**config.mk**
```make
export PLATFORM = sky130hd
export DESIGN_NAME = touch_gesture_classifier_top
export DESIGN_NICKNAME = d
export VERILOG_FILES = /design/src/hw/rtl/tgc_pkg.sv /design/src/hw/rtl/tgc_div.sv /design/src/hw/rtl/tgc_dp.sv /design/src/hw/rtl/tgc_ctrl.sv /design/src/hw/rtl/touch_gesture_classifier_top.sv
export SDC_FILE = /design/constraint.sdc
export NUM_CORES = 2
export LEC_CHECK = 0
export BUFFER_PORTS_ARGS = -buffer_cell sky130_fd_sc_hd__buf_4
export CAP_MARGIN = 15
export CORE_ASPECT_RATIO = 1.75
export CORE_MARGIN = 4
export CORE_UTILIZATION = 50
export CTS_BUF_LIST = sky130_fd_sc_hd__clkbuf_4 sky130_fd_sc_hd__clkbuf_8
export DETAILED_ROUTE_END_ITERATION = 8
export PLACE_DENSITY = 0.66
export RECOVER_POWER = 100
export SETUP_SLACK_MARGIN = 0.1
export SYNTH_ARGS = -nofsm -noshare
export SYNTH_HDL_FRONTEND = slang
export SYNTH_HIERARCHICAL = 1
export SYNTH_SLANG_ARGS = --single-unit
```
**constraint.sdc**
```tcl
create_clock -name aclk -period 18.5 [get_ports aclk]
set_input_delay 2.775 -clock aclk [delete_from_list [all_inputs] [get_ports aclk]]
set_output_delay 2.775 -clock aclk [all_outputs]
set_load 0.03 [all_outputs]
```
**src/hw/rtl/tgc_pkg.sv**
```systemverilog
// shared types and constants of the touch gesture classifier
// used by every module under hw/rtl, no dependencies
`default_nettype none

package tgc_pkg;

    localparam int GRID_COLS = 79;
    localparam int GRID_ROWS = 29;
    localparam logic [15:0] TAN_Q16 = 16'd27146;

    localparam int DIV_NW = 24;
    localparam int DIV_DW = 16;
    localparam int DIV_CW = 5;

    localparam logic [2:0] MODE_POLL  = 3'd0;
    localparam logic [2:0] MODE_DOWN  = 3'd1;
    localparam logic [2:0] MODE_MOVE  = 3'd2;
    localparam logic [2:0] MODE_UP    = 3'd3;
    localparam logic [2:0] MODE_RESET = 3'd4;

    localparam logic [2:0] EV_DOWN  = 3'd0;
    localparam logic [2:0] EV_UP    = 3'd1;
    localparam logic [2:0] EV_RDOWN = 3'd2;
    localparam logic [2:0] EV_HOVER = 3'd3;
    localparam logic [2:0] EV_KEY   = 3'd4;

    localparam logic [7:0] KEY_E   = 8'd0;
    localparam logic [7:0] KEY_NE  = 8'd1;
    localparam logic [7:0] KEY_N   = 8'd2;
    localparam logic [7:0] KEY_NW  = 8'd3;
    localparam logic [7:0] KEY_W   = 8'd4;
    localparam logic [7:0] KEY_SW  = 8'd5;
    localparam logic [7:0] KEY_S   = 8'd6;
    localparam logic [7:0] KEY_SE  = 8'd7;
    localparam logic [7:0] KEY_ESC = 8'd8;

    localparam logic [2:0] CFG_WIN_W   = 3'd0;
    localparam logic [2:0] CFG_WIN_H   = 3'd1;
    localparam logic [2:0] CFG_ZOOM    = 3'd2;
    localparam logic [2:0] CFG_UI      = 3'd3;
    localparam logic [2:0] CFG_LONG    = 3'd4;
    localparam logic [2:0] CFG_TAP     = 3'd5;
    localparam logic [2:0] CFG_SWIPE   = 3'd6;
    localparam logic [2:0] CFG_TWO_TAP = 3'd7;

    typedef enum logic [4:0] {
        GS_IDLE    = 5'b00001,
        GS_DOWN    = 5'b00010,
        GS_SWIPE   = 5'b00100,
        GS_INSPECT = 5'b01000,
        GS_TWO     = 5'b10000
    } gst_t;

    typedef struct packed {
        logic capture;
        logic sq_x;
        logic sq_y;
        logic sq_tap;
        logic sq_swp;
        logic tan_x;
        logic tan_y;
        logic fit_start;
        logic fit_take;
        logic zoom_w;
        logic zoom_h;
        logic ofs;
        logic num_x;
        logic div_x;
        logic col_take;
        logic num_y;
        logic div_y;
        logic row_take;
        logic commit;
    } cmd_t;

    typedef struct packed {
        logic need_cell;
        logic div_done;
        logic out_free;
    } sts_t;

endpackage

`default_nettype wire

```
**src/hw/rtl/tgc_div.sv**
```systemverilog
// restoring divider, one quotient bit per cycle
// depends on tgc_pkg
`default_nettype none

module tgc_div (
    input  wire logic                       aclk,
    input  wire logic                       aresetn,
    input  wire logic                       start,
    input  wire logic [tgc_pkg::DIV_NW-1:0] dividend,
    input  wire logic [tgc_pkg::DIV_DW-1:0] divisor,
    output logic      [tgc_pkg::DIV_NW-1:0] quotient,
    output logic                            done
);

    logic [tgc_pkg::DIV_DW-1:0] rem_reg, rem_next;
    logic [tgc_pkg::DIV_NW-1:0] quo_reg, quo_next;
    logic [tgc_pkg::DIV_DW-1:0] dvs_reg, dvs_next;
    logic [tgc_pkg::DIV_CW-1:0] cnt_reg, cnt_next;
    logic                       busy_reg, busy_next;
    logic                       done_reg, done_next;
    logic [tgc_pkg::DIV_DW:0]   rem_sh;

    always_comb begin
        rem_next  = rem_reg;
        quo_next  = quo_reg;
        dvs_next  = dvs_reg;
        cnt_next  = cnt_reg;
        busy_next = busy_reg;
        done_next = 1'b0;
        rem_sh    = {rem_reg, quo_reg[tgc_pkg::DIV_NW-1]};
        if (start) begin
            rem_next  = '0;
            quo_next  = dividend;
            dvs_next  = divisor;
            cnt_next  = tgc_pkg::DIV_CW'(tgc_pkg::DIV_NW);
            busy_next = 1'b1;
        end else if (busy_reg) begin
            if (rem_sh >= {1'b0, dvs_reg}) begin
                rem_next = tgc_pkg::DIV_DW'(rem_sh - {1'b0, dvs_reg});
                quo_next = {quo_reg[tgc_pkg::DIV_NW-2:0], 1'b1};
            end else begin
                rem_next = rem_sh[tgc_pkg::DIV_DW-1:0];
                quo_next = {quo_reg[tgc_pkg::DIV_NW-2:0], 1'b0};
            end
            cnt_next = cnt_reg - 1'b1;
            if (cnt_reg == tgc_pkg::DIV_CW'(1)) begin
                busy_next = 1'b0;
                done_next = 1'b1;
            end
        end
    end

    always_ff @(posedge aclk) begin
        if (!aresetn) begin
            busy_reg <= 1'b0;
            done_reg <= 1'b0;
            cnt_reg  <= '0;
        end else begin
            busy_reg <= busy_next;
            done_reg <= done_next;
            cnt_reg  <= cnt_next;
        end
        rem_reg <= rem_next;
        quo_reg <= quo_next;
        dvs_reg <= dvs_next;
    end

    assign quotient = quo_reg;
    assign done     = done_reg;

    a_done_after_busy: assert property (@(posedge aclk) disable iff (!aresetn)
        done_reg |-> $past(busy_reg))
        else $error("divider done without a run");
    a_start_busy: assert property (@(posedge aclk) disable iff (!aresetn)
        start |=> busy_reg && !done_reg)
        else $error("divider did not start");
    a_done_idle: assert property (@(posedge aclk) disable iff (!aresetn)
        done_reg |-> !busy_reg)
        else $error("divider done while busy");

endmodule

`default_nettype wire

```
**src/hw/rtl/tgc_dp.sv**
```systemverilog
// datapath: config registers, gesture state, multiplier, cell mapping and result register
// depends on tgc_pkg and tgc_div
`default_nettype none

module tgc_dp (
    input  wire logic          aclk,
    input  wire logic          aresetn,
    input  wire tgc_pkg::cmd_t cmd,
    output tgc_pkg::sts_t      sts,
    input  wire logic [71:0]   s_tdata,
    input  wire logic [2:0]    s_tuser,
    output logic [23:0]        m_tdata,
    output logic [2:0]         m_tuser,
    output logic               m_tvalid,
    input  wire logic          m_tready,
    input  wire logic          cfg_valid,
    input  wire logic [2:0]    cfg_index,
    input  wire logic [15:0]   cfg_data
);

    // configuration
    logic [11:0] win_w_reg, win_h_reg, zoom_reg, tap_reg, swp_reg;
    logic [15:0] lp_reg, tt_reg;
    logic        ui_reg;

    // captured item
    logic [2:0]  mode_reg;
    logic [15:0] id_reg;
    logic [11:0] px_reg, py_reg;
    logic [31:0] stamp_reg;

    // gesture state
    tgc_pkg::gst_t gst_reg, gst_next;
    logic [11:0] sx_reg, sx_next, sy_reg, sy_next;
    logic [31:0] t0_reg, t0_next;
    logic [15:0] id1_reg, id1_next, id2_reg, id2_next;
    logic [11:0] f1x_reg, f1x_next, f1y_reg, f1y_next;
    logic [11:0] f2x_reg, f2x_next, f2y_reg, f2y_next;
    logic [12:0] midx_reg, midx_next, midy_reg, midy_next;
    logic signed [16:0] panx_reg, panx_next, pany_reg, pany_next;
    logic        hold_reg, hold_next, owed_reg, owed_next;
    logic [7:0]  owc_reg, owc_next, owr_reg, owr_next;

    // work registers
    logic [24:0] dist_reg;
    logic [23:0] tapsq_reg, swpsq_reg;
    logic [27:0] tx_reg, ty_reg;
    logic [11:0] fw_reg, fh_reg;
    logic [15:0] w_reg, h_reg;
    logic signed [19:0] ox_reg, oy_reg;
    logic [23:0] num_reg;
    logic        neg_reg;
    logic [7:0]  col_reg, row_reg;

    // result register
    logic        mv_reg, rv_reg, rp_reg;
    logic [2:0]  rk_reg;
    logic [7:0]  ra_reg, rb_reg;

    logic [11:0] w_eff, h_eff, zeff, adx, ady, map_x, map_y;
    logic signed [12:0] dxs, dys;
    logic [12:0] ndx, ndy;
    logic        idm, long_ok, run;
    logic [31:0] elapsed;
    logic [16:0] mul_a;
    logic [15:0] mul_b;
    logic [32:0] mul_p;
    logic        div_start, div_done;
    logic [23:0] div_n, div_q;
    logic [15:0] div_d;
    logic [15:0] w10;
    logic [11:0] fw_n, fh_n;
    logic signed [20:0] diff;
    logic [7:0]  cell_q;
    logic        r_valid;
    logic [2:0]  r_kind;
    logic [7:0]  r_a1, r_a2;
    logic [11:0] f1x_u, f1y_u, f2x_u, f2y_u;
    logic [12:0] mx, my;

    function automatic logic signed [19:0] axis_ofs(input logic [11:0] full,
                                                    input logic [15:0] len,
                                                    input logic signed [16:0] pan,
                                                    input logic ui);
        logic signed [19:0] d, hd, ph, o;
        d  = $signed({8'd0, full}) - $signed({4'd0, len});
        hd = d + $signed({19'd0, d[19]});
        hd = hd >>> 1;
        ph = {{3{pan[16]}}, pan};
        ph = ph + $signed({19'd0, ph[19]});
        ph = ph >>> 1;
        if (ui) begin
            o = hd;
        end else begin
            o = hd + ph;
            if (o > 20'sd0) o = 20'sd0;
            if (o < d) o = d;
        end
        return o;
    endfunction

    function automatic logic signed [16:0] pan_add(input logic signed [16:0] p,
                                                   input logic [12:0] nw,
                                                   input logic [12:0] old);
        logic signed [17:0] v;
        v = {p[16], p} + $signed({5'd0, nw}) - $signed({5'd0, old});
        if (v > 18'sd65535) v = 18'sd65535;
        if (v < -18'sd65536) v = -18'sd65536;
        return v[16:0];
    endfunction

    function automatic logic [7:0] swipe_key(input logic [11:0] ax, input logic [11:0] ay,
                                             input logic [27:0] tx, input logic [27:0] ty,
                                             input logic ux_neg, input logic uy_pos);
        logic [7:0] k;
        if ((ax == 12'd0 && ay == 12'd0) || ({ay, 16'd0} < tx)) begin
            k = ux_neg ? tgc_pkg::KEY_W : tgc_pkg::KEY_E;
        end else if ({ax, 16'd0} <= ty) begin
            k = uy_pos ? tgc_pkg::KEY_N : tgc_pkg::KEY_S;
        end else if (!ux_neg) begin
            k = uy_pos ? tgc_pkg::KEY_NE : tgc_pkg::KEY_SE;
        end else begin
            k = uy_pos ? tgc_pkg::KEY_NW : tgc_pkg::KEY_SW;
        end
        return k;
    endfunction

    assign w_eff = (win_w_reg == 12'd0) ? 12'd1 : win_w_reg;
    assign h_eff = (win_h_reg == 12'd0) ? 12'd1 : win_h_reg;
    assign zeff  = (zoom_reg < 12'd256) ? 12'd256 : zoom_reg;

    assign dxs = $signed({1'b0, px_reg}) - $signed({1'b0, sx_reg});
    assign dys = $signed({1'b0, py_reg}) - $signed({1'b0, sy_reg});
    assign ndx = -dxs;
    assign ndy = -dys;
    assign adx = dxs[12] ? ndx[11:0] : dxs[11:0];
    assign ady = dys[12] ? ndy[11:0] : dys[11:0];

    assign idm     = (id_reg == id1_reg);
    assign elapsed = stamp_reg - t0_reg;
    assign long_ok = (elapsed >= {16'd0, lp_reg});
    assign run     = (mode_reg != tgc_pkg::MODE_RESET) && !owed_reg;

    assign map_x = (mode_reg == tgc_pkg::MODE_UP && gst_reg == tgc_pkg::GS_DOWN) ? sx_reg : px_reg;
    assign map_y = (mode_reg == tgc_pkg::MODE_UP && gst_reg == tgc_pkg::GS_DOWN) ? sy_reg : py_reg;

    assign sts.need_cell = run && idm &&
        ((mode_reg == tgc_pkg::MODE_MOVE &&
          ((gst_reg == tgc_pkg::GS_DOWN && long_ok) || gst_reg == tgc_pkg::GS_INSPECT)) ||
         (mode_reg == tgc_pkg::MODE_UP &&
          (gst_reg == tgc_pkg::GS_DOWN || gst_reg == tgc_pkg::GS_INSPECT)));
    assign sts.div_done = div_done;
    assign sts.out_free = !mv_reg || m_tready;

    // shared multiplier
    always_comb begin
        mul_a = '0;
        mul_b = '0;
        if (cmd.sq_x) begin
            mul_a = {5'd0, adx};
            mul_b = {4'd0, adx};
        end else if (cmd.sq_y) begin
            mul_a = {5'd0, ady};
            mul_b = {4'd0, ady};
        end else if (cmd.sq_tap) begin
            mul_a = {5'd0, tap_reg};
            mul_b = {4'd0, tap_reg};
        end else if (cmd.sq_swp) begin
            mul_a = {5'd0, swp_reg};
            mul_b = {4'd0, swp_reg};
        end else if (cmd.tan_x) begin
            mul_a = {5'd0, adx};
            mul_b = tgc_pkg::TAN_Q16;
        end else if (cmd.tan_y) begin
            mul_a = {5'd0, ady};
            mul_b = tgc_pkg::TAN_Q16;
        end else if (cmd.zoom_w) begin
            mul_a = {5'd0, fw_reg};
            mul_b = {4'd0, zeff};
        end else if (cmd.zoom_h) begin
            mul_a = {5'd0, fh_reg};
            mul_b = {4'd0, zeff};
        end else if (cmd.num_x || cmd.num_y) begin
            mul_a = diff[16:0];
            mul_b = cmd.num_x ? 16'(tgc_pkg::GRID_COLS) : 16'(tgc_pkg::GRID_ROWS);
        end
    end
    assign mul_p = mul_a * mul_b;

    assign diff = cmd.num_x ? ($signed({9'd0, map_x}) - {ox_reg[19], ox_reg})
                            : ($signed({9'd0, map_y}) - {oy_reg[19], oy_reg});

    // fit size
    assign w10 = ({4'd0, w_eff} << 3) + ({4'd0, w_eff} << 1);
    always_comb begin
        if (div_q[12:0] > {1'b0, w_eff}) begin
            fw_n = w_eff;
            fh_n = w10[15:4];
        end else begin
            fw_n = div_q[11:0];
            fh_n = h_eff;
        end
        if (fw_n == 12'd0) fw_n = 12'd1;
        if (fh_n == 12'd0) fh_n = 12'd1;
    end

    assign div_start = cmd.fit_start || cmd.div_x || cmd.div_y;
    assign div_n     = cmd.fit_start ? {8'd0, h_eff, 4'd0} : num_reg;
    assign div_d     = cmd.fit_start ? 16'd10 : (cmd.div_x ? w_reg : h_reg);

    tgc_div u_div (
        .aclk     (aclk),
        .aresetn  (aresetn),
        .start    (div_start),
        .dividend (div_n),
        .divisor  (div_d),
        .quotient (div_q),
        .done     (div_done)
    );

    always_comb begin
        if (neg_reg) begin
            cell_q = 8'd0;
        end else if (cmd.col_take) begin
            cell_q = (div_q >= 24'(tgc_pkg::GRID_COLS)) ? 8'(tgc_pkg::GRID_COLS - 1) : div_q[7:0];
        end else begin
            cell_q = (div_q >= 24'(tgc_pkg::GRID_ROWS)) ? 8'(tgc_pkg::GRID_ROWS - 1) : div_q[7:0];
        end
    end

    // step update
    always_comb begin
        gst_next  = gst_reg;
        sx_next   = sx_reg;
        sy_next   = sy_reg;
        t0_next   = t0_reg;
        id1_next  = id1_reg;
        id2_next  = id2_reg;
        f1x_next  = f1x_reg;
        f1y_next  = f1y_reg;
        f2x_next  = f2x_reg;
        f2y_next  = f2y_reg;
        midx_next = midx_reg;
        midy_next = midy_reg;
        panx_next = panx_reg;
        pany_next = pany_reg;
        hold_next = hold_reg;
        owed_next = owed_reg;
        owc_next  = owc_reg;
        owr_next  = owr_reg;
        r_valid   = 1'b0;
        r_kind    = tgc_pkg::EV_DOWN;
        r_a1      = 8'd0;
        r_a2      = 8'd0;
        f1x_u     = f1x_reg;
        f1y_u     = f1y_reg;
        f2x_u     = f2x_reg;
        f2y_u     = f2y_reg;
        if (idm) begin
            f1x_u = px_reg;
            f1y_u = py_reg;
        end else if (id_reg == id2_reg) begin
            f2x_u = px_reg;
            f2y_u = py_reg;
        end
        mx = {1'b0, f1x_u} + {1'b0, f2x_u};
        my = {1'b0, f1y_u} + {1'b0, f2y_u};
        if (mode_reg == tgc_pkg::MODE_RESET) begin
            gst_next  = tgc_pkg::GS_IDLE;
            owed_next = 1'b0;
        end else if (owed_reg) begin
            owed_next = 1'b0;
            r_valid   = 1'b1;
            r_kind    = tgc_pkg::EV_UP;
            r_a1      = owc_reg;
            r_a2      = owr_reg;
        end else begin
            case (mode_reg)
                tgc_pkg::MODE_DOWN: begin
                    if (gst_reg == tgc_pkg::GS_IDLE) begin
                        gst_next = tgc_pkg::GS_DOWN;
                        id1_next = id_reg;
                        sx_next  = px_reg;
                        sy_next  = py_reg;
                        t0_next  = stamp_reg;
                    end else if (gst_reg == tgc_pkg::GS_DOWN) begin
                        gst_next  = tgc_pkg::GS_TWO;
                        hold_next = 1'b1;
                        id2_next  = id_reg;
                        f1x_next  = sx_reg;
                        f1y_next  = sy_reg;
                        f2x_next  = px_reg;
                        f2y_next  = py_reg;
                        midx_next = {1'b0, sx_reg} + {1'b0, px_reg};
                        midy_next = {1'b0, sy_reg} + {1'b0, py_reg};
                    end
                end
                tgc_pkg::MODE_MOVE: begin
                    if (gst_reg == tgc_pkg::GS_DOWN && idm) begin
                        if (long_ok) begin
                            gst_next = tgc_pkg::GS_INSPECT;
                            r_valid  = 1'b1;
                            r_kind   = tgc_pkg::EV_HOVER;
                            r_a1     = col_reg;
                            r_a2     = row_reg;
                        end else if (dist_reg > {1'b0, tapsq_reg}) begin
                            gst_next = tgc_pkg::GS_SWIPE;
                        end
                    end else if (gst_reg == tgc_pkg::GS_INSPECT && idm) begin
                        r_valid = 1'b1;
                        r_kind  = tgc_pkg::EV_HOVER;
                        r_a1    = col_reg;
                        r_a2    = row_reg;
                    end else if (gst_reg == tgc_pkg::GS_TWO) begin
                        f1x_next  = f1x_u;
                        f1y_next  = f1y_u;
                        f2x_next  = f2x_u;
                        f2y_next  = f2y_u;
                        panx_next = pan_add(panx_reg, mx, midx_reg);
                        pany_next = pan_add(pany_reg, my, midy_reg);
                        midx_next = mx;
                        midy_next = my;
                    end
                end
                tgc_pkg::MODE_UP: begin
                    if (gst_reg == tgc_pkg::GS_DOWN && idm) begin
                        if (dist_reg <= {1'b0, tapsq_reg}) begin
                            r_valid = 1'b1;
                            r_a1    = col_reg;
                            r_a2    = row_reg;
                            if (long_ok) begin
                                r_kind = tgc_pkg::EV_RDOWN;
                            end else begin
                                r_kind    = tgc_pkg::EV_DOWN;
                                owed_next = 1'b1;
                                owc_next  = col_reg;
                                owr_next  = row_reg;
                            end
                        end
                    end else if (gst_reg == tgc_pkg::GS_SWIPE && idm) begin
                        if (dist_reg >= {1'b0, swpsq_reg}) begin
                            r_valid = 1'b1;
                            r_kind  = tgc_pkg::EV_KEY;
                            r_a1    = swipe_key(adx, ady, tx_reg, ty_reg,
                                                px_reg < sx_reg, py_reg < sy_reg);
                        end
                    end else if (gst_reg == tgc_pkg::GS_INSPECT && idm) begin
                        r_valid   = 1'b1;
                        r_kind    = tgc_pkg::EV_DOWN;
                        r_a1      = col_reg;
                        r_a2      = row_reg;
                        owed_next = 1'b1;
                        owc_next  = col_reg;
                        owr_next  = row_reg;
                    end else if (gst_reg == tgc_pkg::GS_TWO) begin
                        hold_next = 1'b0;
                        if (elapsed <= {16'd0, tt_reg}) begin
                            r_valid = 1'b1;
                            r_kind  = tgc_pkg::EV_KEY;
                            r_a1    = tgc_pkg::KEY_ESC;
                        end
                    end
                    gst_next = tgc_pkg::GS_IDLE;
                end
                default: begin
                end
            endcase
        end
    end

    always_ff @(posedge aclk) begin
        if (!aresetn) begin
            win_w_reg <= 12'd1920;
            win_h_reg <= 12'd1080;
            zoom_reg  <= 12'd512;
            ui_reg    <= 1'b0;
            lp_reg    <= 16'd400;
            tap_reg   <= 12'd20;
            swp_reg   <= 12'd40;
            tt_reg    <= 16'd200;
        end else if (cfg_valid) begin
            case (cfg_index)
                tgc_pkg::CFG_WIN_W:   win_w_reg <= cfg_data[11:0];
                tgc_pkg::CFG_WIN_H:   win_h_reg <= cfg_data[11:0];
                tgc_pkg::CFG_ZOOM:    zoom_reg  <= cfg_data[11:0];
                tgc_pkg::CFG_UI:      ui_reg    <= cfg_data[0];
                tgc_pkg::CFG_LONG:    lp_reg    <= cfg_data;
                tgc_pkg::CFG_TAP:     tap_reg   <= cfg_data[11:0];
                tgc_pkg::CFG_SWIPE:   swp_reg   <= cfg_data[11:0];
                tgc_pkg::CFG_TWO_TAP: tt_reg    <= cfg_data;
                default: begin
                end
            endcase
        end
    end

    always_ff @(posedge aclk) begin
        if (!aresetn) begin
            gst_reg  <= tgc_pkg::GS_IDLE;
            sx_reg   <= '0;
            sy_reg   <= '0;
            t0_reg   <= '0;
            id1_reg  <= '0;
            id2_reg  <= '0;
            f1x_reg  <= '0;
            f1y_reg  <= '0;
            f2x_reg  <= '0;
            f2y_reg  <= '0;
            midx_reg <= '0;
            midy_reg <= '0;
            panx_reg <= '0;
            pany_reg <= '0;
            hold_reg <= 1'b0;
            owed_reg <= 1'b0;
            owc_reg  <= '0;
            owr_reg  <= '0;
            mv_reg   <= 1'b0;
        end else begin
            if (cmd.commit) begin
                gst_reg  <= gst_next;
                sx_reg   <= sx_next;
                sy_reg   <= sy_next;
                t0_reg   <= t0_next;
                id1_reg  <= id1_next;
                id2_reg  <= id2_next;
                f1x_reg  <= f1x_next;
                f1y_reg  <= f1y_next;
                f2x_reg  <= f2x_next;
                f2y_reg  <= f2y_next;
                midx_reg <= midx_next;
                midy_reg <= midy_next;
                panx_reg <= panx_next;
                pany_reg <= pany_next;
                hold_reg <= hold_next;
                owed_reg <= owed_next;
                owc_reg  <= owc_next;
                owr_reg  <= owr_next;
                mv_reg   <= 1'b1;
            end else if (m_tready) begin
                mv_reg <= 1'b0;
            end
        end
    end

    always_ff @(posedge aclk) begin
        if (cmd.capture) begin
            mode_reg  <= s_tuser;
            id_reg    <= s_tdata[15:0];
            px_reg    <= s_tdata[27:16];
            py_reg    <= s_tdata[39:28];
            stamp_reg <= s_tdata[71:40];
        end
        if (cmd.sq_x)   dist_reg  <= mul_p[24:0];
        if (cmd.sq_y)   dist_reg  <= dist_reg + mul_p[24:0];
        if (cmd.sq_tap) tapsq_reg <= mul_p[23:0];
        if (cmd.sq_swp) swpsq_reg <= mul_p[23:0];
        if (cmd.tan_x)  tx_reg    <= mul_p[27:0];
        if (cmd.tan_y)  ty_reg    <= mul_p[27:0];
        if (cmd.fit_take) begin
            fw_reg <= fw_n;
            fh_reg <= fh_n;
        end
        if (cmd.zoom_w) w_reg <= ui_reg ? {4'd0, fw_reg} : mul_p[23:8];
        if (cmd.zoom_h) h_reg <= ui_reg ? {4'd0, fh_reg} : mul_p[23:8];
        if (cmd.ofs) begin
            ox_reg <= axis_ofs(w_eff, w_reg, panx_reg, ui_reg);
            oy_reg <= axis_ofs(h_eff, h_reg, pany_reg, ui_reg);
        end
        if (cmd.num_x || cmd.num_y) begin
            num_reg <= mul_p[23:0];
            neg_reg <= diff[20];
        end
        if (cmd.col_take) col_reg <= cell_q;
        if (cmd.row_take) row_reg <= cell_q;
        if (cmd.commit) begin
            rv_reg <= r_valid;
            rk_reg <= r_kind;
            ra_reg <= r_a1;
            rb_reg <= r_a2;
            rp_reg <= hold_next;
        end
    end

    assign m_tvalid = mv_reg;
    assign m_tdata  = {6'd0, rp_reg, rb_reg, ra_reg, rv_reg};
    assign m_tuser  = rk_reg;

    a_owed_after_down: assert property (@(posedge aclk) disable iff (!aresetn)
        $rose(owed_reg) |-> mv_reg && rv_reg && rk_reg == tgc_pkg::EV_DOWN)
        else $error("owed up without a preceding down");
    a_hold_two: assert property (@(posedge aclk) disable iff (!aresetn)
        $rose(hold_reg) |-> gst_reg == tgc_pkg::GS_TWO)
        else $error("pan hold outside two finger state");

endmodule

`default_nettype wire

```
**src/hw/rtl/tgc_ctrl.sv**
```systemverilog
// sequencer of the gesture classifier, drives the datapath step by step
// depends on tgc_pkg
`default_nettype none

module tgc_ctrl (
    input  wire logic          aclk,
    input  wire logic          aresetn,
    input  wire logic          s_tvalid,
    output logic               s_tready,
    input  wire tgc_pkg::sts_t sts,
    output tgc_pkg::cmd_t      cmd
);

    typedef enum logic [18:0] {
        ST_IDLE = 19'd1 << 0,
        ST_SQX  = 19'd1 << 1,
        ST_SQY  = 19'd1 << 2,
        ST_TAP  = 19'd1 << 3,
        ST_SWP  = 19'd1 << 4,
        ST_TNX  = 19'd1 << 5,
        ST_TNY  = 19'd1 << 6,
        ST_FIT  = 19'd1 << 7,
        ST_FITW = 19'd1 << 8,
        ST_ZW   = 19'd1 << 9,
        ST_ZH   = 19'd1 << 10,
        ST_OFS  = 19'd1 << 11,
        ST_NX   = 19'd1 << 12,
        ST_DXS  = 19'd1 << 13,
        ST_DXW  = 19'd1 << 14,
        ST_NY   = 19'd1 << 15,
        ST_DYS  = 19'd1 << 16,
        ST_DYW  = 19'd1 << 17,
        ST_OUTW = 19'd1 << 18
    } state_t;

    state_t state_reg, state_next;

    always_comb begin
        state_next = state_reg;
        cmd        = '0;
        case (state_reg)
            ST_IDLE: begin
                if (s_tvalid) begin
                    cmd.capture = 1'b1;
                    state_next  = ST_SQX;
                end
            end
            ST_SQX: begin
                cmd.sq_x   = 1'b1;
                state_next = ST_SQY;
            end
            ST_SQY: begin
                cmd.sq_y   = 1'b1;
                state_next = ST_TAP;
            end
            ST_TAP: begin
                cmd.sq_tap = 1'b1;
                state_next = ST_SWP;
            end
            ST_SWP: begin
                cmd.sq_swp = 1'b1;
                state_next = ST_TNX;
            end
            ST_TNX: begin
                cmd.tan_x  = 1'b1;
                state_next = ST_TNY;
            end
            ST_TNY: begin
                cmd.tan_y  = 1'b1;
                state_next = sts.need_cell ? ST_FIT : ST_OUTW;
            end
            ST_FIT: begin
                cmd.fit_start = 1'b1;
                state_next    = ST_FITW;
            end
            ST_FITW: begin
                if (sts.div_done) begin
                    cmd.fit_take = 1'b1;
                    state_next   = ST_ZW;
                end
            end
            ST_ZW: begin
                cmd.zoom_w = 1'b1;
                state_next = ST_ZH;
            end
            ST_ZH: begin
                cmd.zoom_h = 1'b1;
                state_next = ST_OFS;
            end
            ST_OFS: begin
                cmd.ofs    = 1'b1;
                state_next = ST_NX;
            end
            ST_NX: begin
                cmd.num_x  = 1'b1;
                state_next = ST_DXS;
            end
            ST_DXS: begin
                cmd.div_x  = 1'b1;
                state_next = ST_DXW;
            end
            ST_DXW: begin
                if (sts.div_done) begin
                    cmd.col_take = 1'b1;
                    state_next   = ST_NY;
                end
            end
            ST_NY: begin
                cmd.num_y  = 1'b1;
                state_next = ST_DYS;
            end
            ST_DYS: begin
                cmd.div_y  = 1'b1;
                state_next = ST_DYW;
            end
            ST_DYW: begin
                if (sts.div_done) begin
                    cmd.row_take = 1'b1;
                    state_next   = ST_OUTW;
                end
            end
            ST_OUTW: begin
                if (sts.out_free) begin
                    cmd.commit = 1'b1;
                    state_next = ST_IDLE;
                end
            end
            default: begin
                state_next = ST_IDLE;
            end
        endcase
    end

    always_ff @(posedge aclk) begin
        if (!aresetn) begin
            state_reg <= ST_IDLE;
        end else begin
            state_reg <= state_next;
        end
    end

    assign s_tready = (state_reg == ST_IDLE);

    a_accept_starts: assert property (@(posedge aclk) disable iff (!aresetn)
        s_tvalid && s_tready |=> state_reg == ST_SQX)
        else $error("accepted item did not start");
    a_commit_idle: assert property (@(posedge aclk) disable iff (!aresetn)
        cmd.commit |=> state_reg == ST_IDLE && s_tready)
        else $error("commit not followed by idle");
    a_wait_div: assert property (@(posedge aclk) disable iff (!aresetn)
        state_reg == ST_FITW && !sts.div_done |=> state_reg == ST_FITW)
        else $error("left fit wait before divider done");

endmodule

`default_nettype wire

```
**src/hw/rtl/touch_gesture_classifier_top.sv**
```systemverilog
// top level of the touch gesture classifier: stream ports, config port
// depends on tgc_pkg, tgc_ctrl, tgc_dp (with tgc_div)
`default_nettype none

// Each accepted touch item gives exactly one result item. An item that needs
// no cell mapping goes through the square and tangent steps and then waits for
// the output register. An item that maps a position to a grid cell (hover,
// tap, long press, inspect release) also sends the fit width, the column and
// the row each through one shared restoring divider at one quotient bit per
// cycle, plus steps on one shared multiplier. One item is worked on at a time;
// the next item is taken while the previous result still waits in the output
// register. Config writes are taken every cycle and belong in idle periods.

module touch_gesture_classifier_top (
    input  wire logic        aclk,
    input  wire logic        aresetn,
    input  wire logic        s_tvalid,
    output logic             s_tready,
    input  wire logic [71:0] s_tdata,   // finger_id, pos_x, pos_y, stamp_ms
    input  wire logic [2:0]  s_tuser,   // mode
    output logic             m_tvalid,
    input  wire logic        m_tready,
    output logic [23:0]      m_tdata,   // valid_res, arg_one, arg_two, pan_override
    output logic [2:0]       m_tuser,   // event_kind
    input  wire logic        cfg_valid,
    output logic             cfg_ready,
    input  wire logic [2:0]  cfg_index,
    input  wire logic [15:0] cfg_data
);

    tgc_pkg::cmd_t cmd;
    tgc_pkg::sts_t sts;

    assign cfg_ready = 1'b1;

    tgc_ctrl u_ctrl (
        .aclk     (aclk),
        .aresetn  (aresetn),
        .s_tvalid (s_tvalid),
        .s_tready (s_tready),
        .sts      (sts),
        .cmd      (cmd)
    );

    tgc_dp u_dp (
        .aclk      (aclk),
        .aresetn   (aresetn),
        .cmd       (cmd),
        .sts       (sts),
        .s_tdata   (s_tdata),
        .s_tuser   (s_tuser),
        .m_tdata   (m_tdata),
        .m_tuser   (m_tuser),
        .m_tvalid  (m_tvalid),
        .m_tready  (m_tready),
        .cfg_valid (cfg_valid),
        .cfg_index (cfg_index),
        .cfg_data  (cfg_data)
    );

endmodule

`default_nettype wire

```
==> flow_summary.yaml <==
outcome:
  status: "finished, violations left"
  violations: "max-capacitance violations, max-slew violations"
clocking:
  root_buffer: "clkbuf_8"
  cts_setup_buffers: 0
  cts_made_buffers: 112
  post_cts_resize_count: 0
  insertion_delay_ns: 0.90
  cts_tree: "done"
  h-tree-depth: 3
  clkSlewWorstSetupHoldPaths_ns: 0.07
  cts.sinks: 753
  clockBufferDepth: 3
  holdBufCountCts: 0
critical_path:
  cp_slowest_cell: "clkbuf_1"
  cpMostUsedCell: "inv_1"
  worst_setup_path_end_kind: "register"
  worst_setup_path_start_kind: "register"
  path_class: "reg2reg"
  startpoint: "u_ctrl/state_reg[4]$_SDFFE_PN0P_"
  cp_slowest_stage_delay_ns: 1.90
  crit_fanout: 38
  cp.required_ns: 19.14
  crit_arrival_ns: 14.91
  rr_startpoint: "u_ctrl/state_reg[4]$_SDFFE_PN0P_"
pwr:
  p_per_area_nw_per_um2: 69.60
  ir_drop_mv: 0.06802
  p_leak_nw: 26.47
layout:
  drive_gt1_share_pct: 7.726
  area_growth_pct: 7.662
  layout_commonest_cell: "nand2_1"
  final_cell_mix: "nand2_1 (780), inv_1 (734), nor2_1 (553), ha_1 (540), edfxtp_1 (398)"
  finalNetCount: 7604
synth:
  synth_top_area_cell: "edfxtp_1"
  async_reset_ff_share_pct: 0
  netlist_instances: 6671
  yosysTopAreaCellShare_pct: 20.20
  synth_cell_types: 131
  ys_ff_latch: 753
  synthTopCellsByArea: "edfxtp_1 (20%), dfxtp_1 (12%), ha_1 (11%)"
  synth.cell_area_um2: 59170
  yosys_warnings: 6
  avgSynthCellArea_um2: 8.869
  synth_edf_count: 398
  synth.yosys.seq_area_share_pct: 32.21
  synth_ff_type: "edfxtp_1"
place:
  dp_hpwl_mm: 151.9
  portBuffers: 121
  gp_congestion: 1.057
die:
  die_y_um: 463.1
  die_w_um: 268.0
  io_pins: 129
  core-area_um2: 117100
  die_area_um2: 124100
  initial_core_util_pct: 50.51
  rows: 166
route:
  drc: 0
  viasPerCell: 5.862
  wirelength_mm: 192.0
  drt-initial-drc-count: 2992
  vias: 49040
  postRouteAntennaNets: 0
  first_pass_iters: 6
  routedWlPerCell_um: 22.95
timing:
  finalSetupViolations: 0
  tightest_slew_ns: 4.530
  final-max-slew-violation-count: 1067
  grt_setup_unrepaired: "no"
  finalClockSkew_ns: 0.09571
  relSlewSlack_pct: -202.0
  hold_ws_ns: 0.4546
  hold_viol: 0
  setup_tns_ns: 0
  fin_crit_ns: 14.27
  finalCritPeriodShare_pct: 77.13
  clock.fmax_mhz: 70.08
min_path:
  hp-class: "reg2reg"
  hp-start: "u_dp/lp_reg[6]$_SDFFE_PN0P_"
grt:
  grt_max_degree: 106
  grt_pass1_vias: 49630
  grt_antenna_before_repair: 6
  overflow: 0
  gr-usage-all-layers_pct: 30.52
  grt_pass1_wl_mm: 289.3
flow_run:
  maxCapViolations: 25
-- cells in the mapped netlist (all sizes together), types with 52 or more instances --
master	n
ha	540
fa	215
nand2	781
clkbuf	216
xor2	110
a21boi	174
nand3	105
edfxtp	398
a211oi	66
and2	70
nor3	112
nand4	52
o21ai	329
nor2	559
a21oi	349
xnor2	244
nor4	52
mux2i	65
a31oi	54
o21bai	53
inv	735
nand2b	85
mux2	104
o21a	69
nor2b	86
dfxtp	355
a21o	138
-- final timing paths --
check / end / slack (ns) / cells after the start
max reg2reg: u_dp/dist_reg[24]$_DFFE_PP_ / 4.23 / 38
max: u_dp/dist_reg[24]$_DFFE_PP_ / 4.23 / 38
min reg2reg: u_dp/lp_reg[6]$_SDFFE_PN0P_ / 0.45 / 2
min: u_dp/lp_reg[6]$_SDFFE_PN0P_ / 0.45 / 2
-- critical path, delay by kind of cell, from the launching register on --
kind / cells / cell delay [ns]
mux: 1 / 0.24
buf+inv: 8 / 3.23
fa+ha+maj: 8 / 3.57
flops: 1 / 0.35
simple gates: 9 / 3.23
compound gates: 10 / 2.92
xor+xnor: 2 / 0.40
-- area by class of cell --
cell class,count,area (µm²)
sequential,753,19060
inverter,736,2763
multi-input combinational,4955,36350
clock buffer,157,1961
fill,11040,53440
clock inverter,54,473.0
timing repair buffer,192,1182
tap,1512,1892
antenna,6,15.01
-- metrics by stage --
| step | total power (W) | cells | util [%] | setup WS [ns] | instance area (µm²) |
|---|---|---|---|---|---|
| 4_1_cts | 0.004451 | 8357 | 54.67 | 5.649 | 64040 |
| 3_3_place_gp | 0.002942 | 8146 | 52.59 | 5.759 | 61610 |
| 5_1_grt | 0.004635 | 8360 | 54.37 | 3.420 | 63690 |
| 6_report | 0.004434 | 8365 | 54.38 | 4.231 | 63700 |
| 2_1_floorplan | 0.002584 | 6709 | - | 7.147 | 59310 |
| 3_5_place_dp | 0.002952 | 8146 | 52.59 | 5.671 | 61610 |
-- per-layer routing --
| metal | track usage (%) | part of all wire (%) |
|---|---|---|
| met1 | 30.18 | 33 |
| met2 | 55.04 | 51 |
| met3 | 4.041 | 4.6 |
| met4 | 26.79 | 11 |
| met5 | 0 | 0.024 |
-- where the power goes --
group          switching [W]  leakage [nW]  internal (W)
Sequential         0.0000494          6.48       0.00182
Clock               0.000726          1.28      0.000767
Combinational       0.000691          18.7      0.000376
Total                0.00147          26.5       0.00297
-- cell families (layout without fill, tap and decap cells) --
kind of cell	after synthesis	after routing	synth area share, %
other cells	3	47	0.01903
simple gates	2117	2117	16.83
xor+xnor	354	354	5.310
buf+inv	1001	1139	6.632
flops	753	753	32.21
mux	169	169	3.085
fa+ha+maj	756	756	18.71
compound gates	1518	1518	17.20
Power figures use the tool's default switching activity.
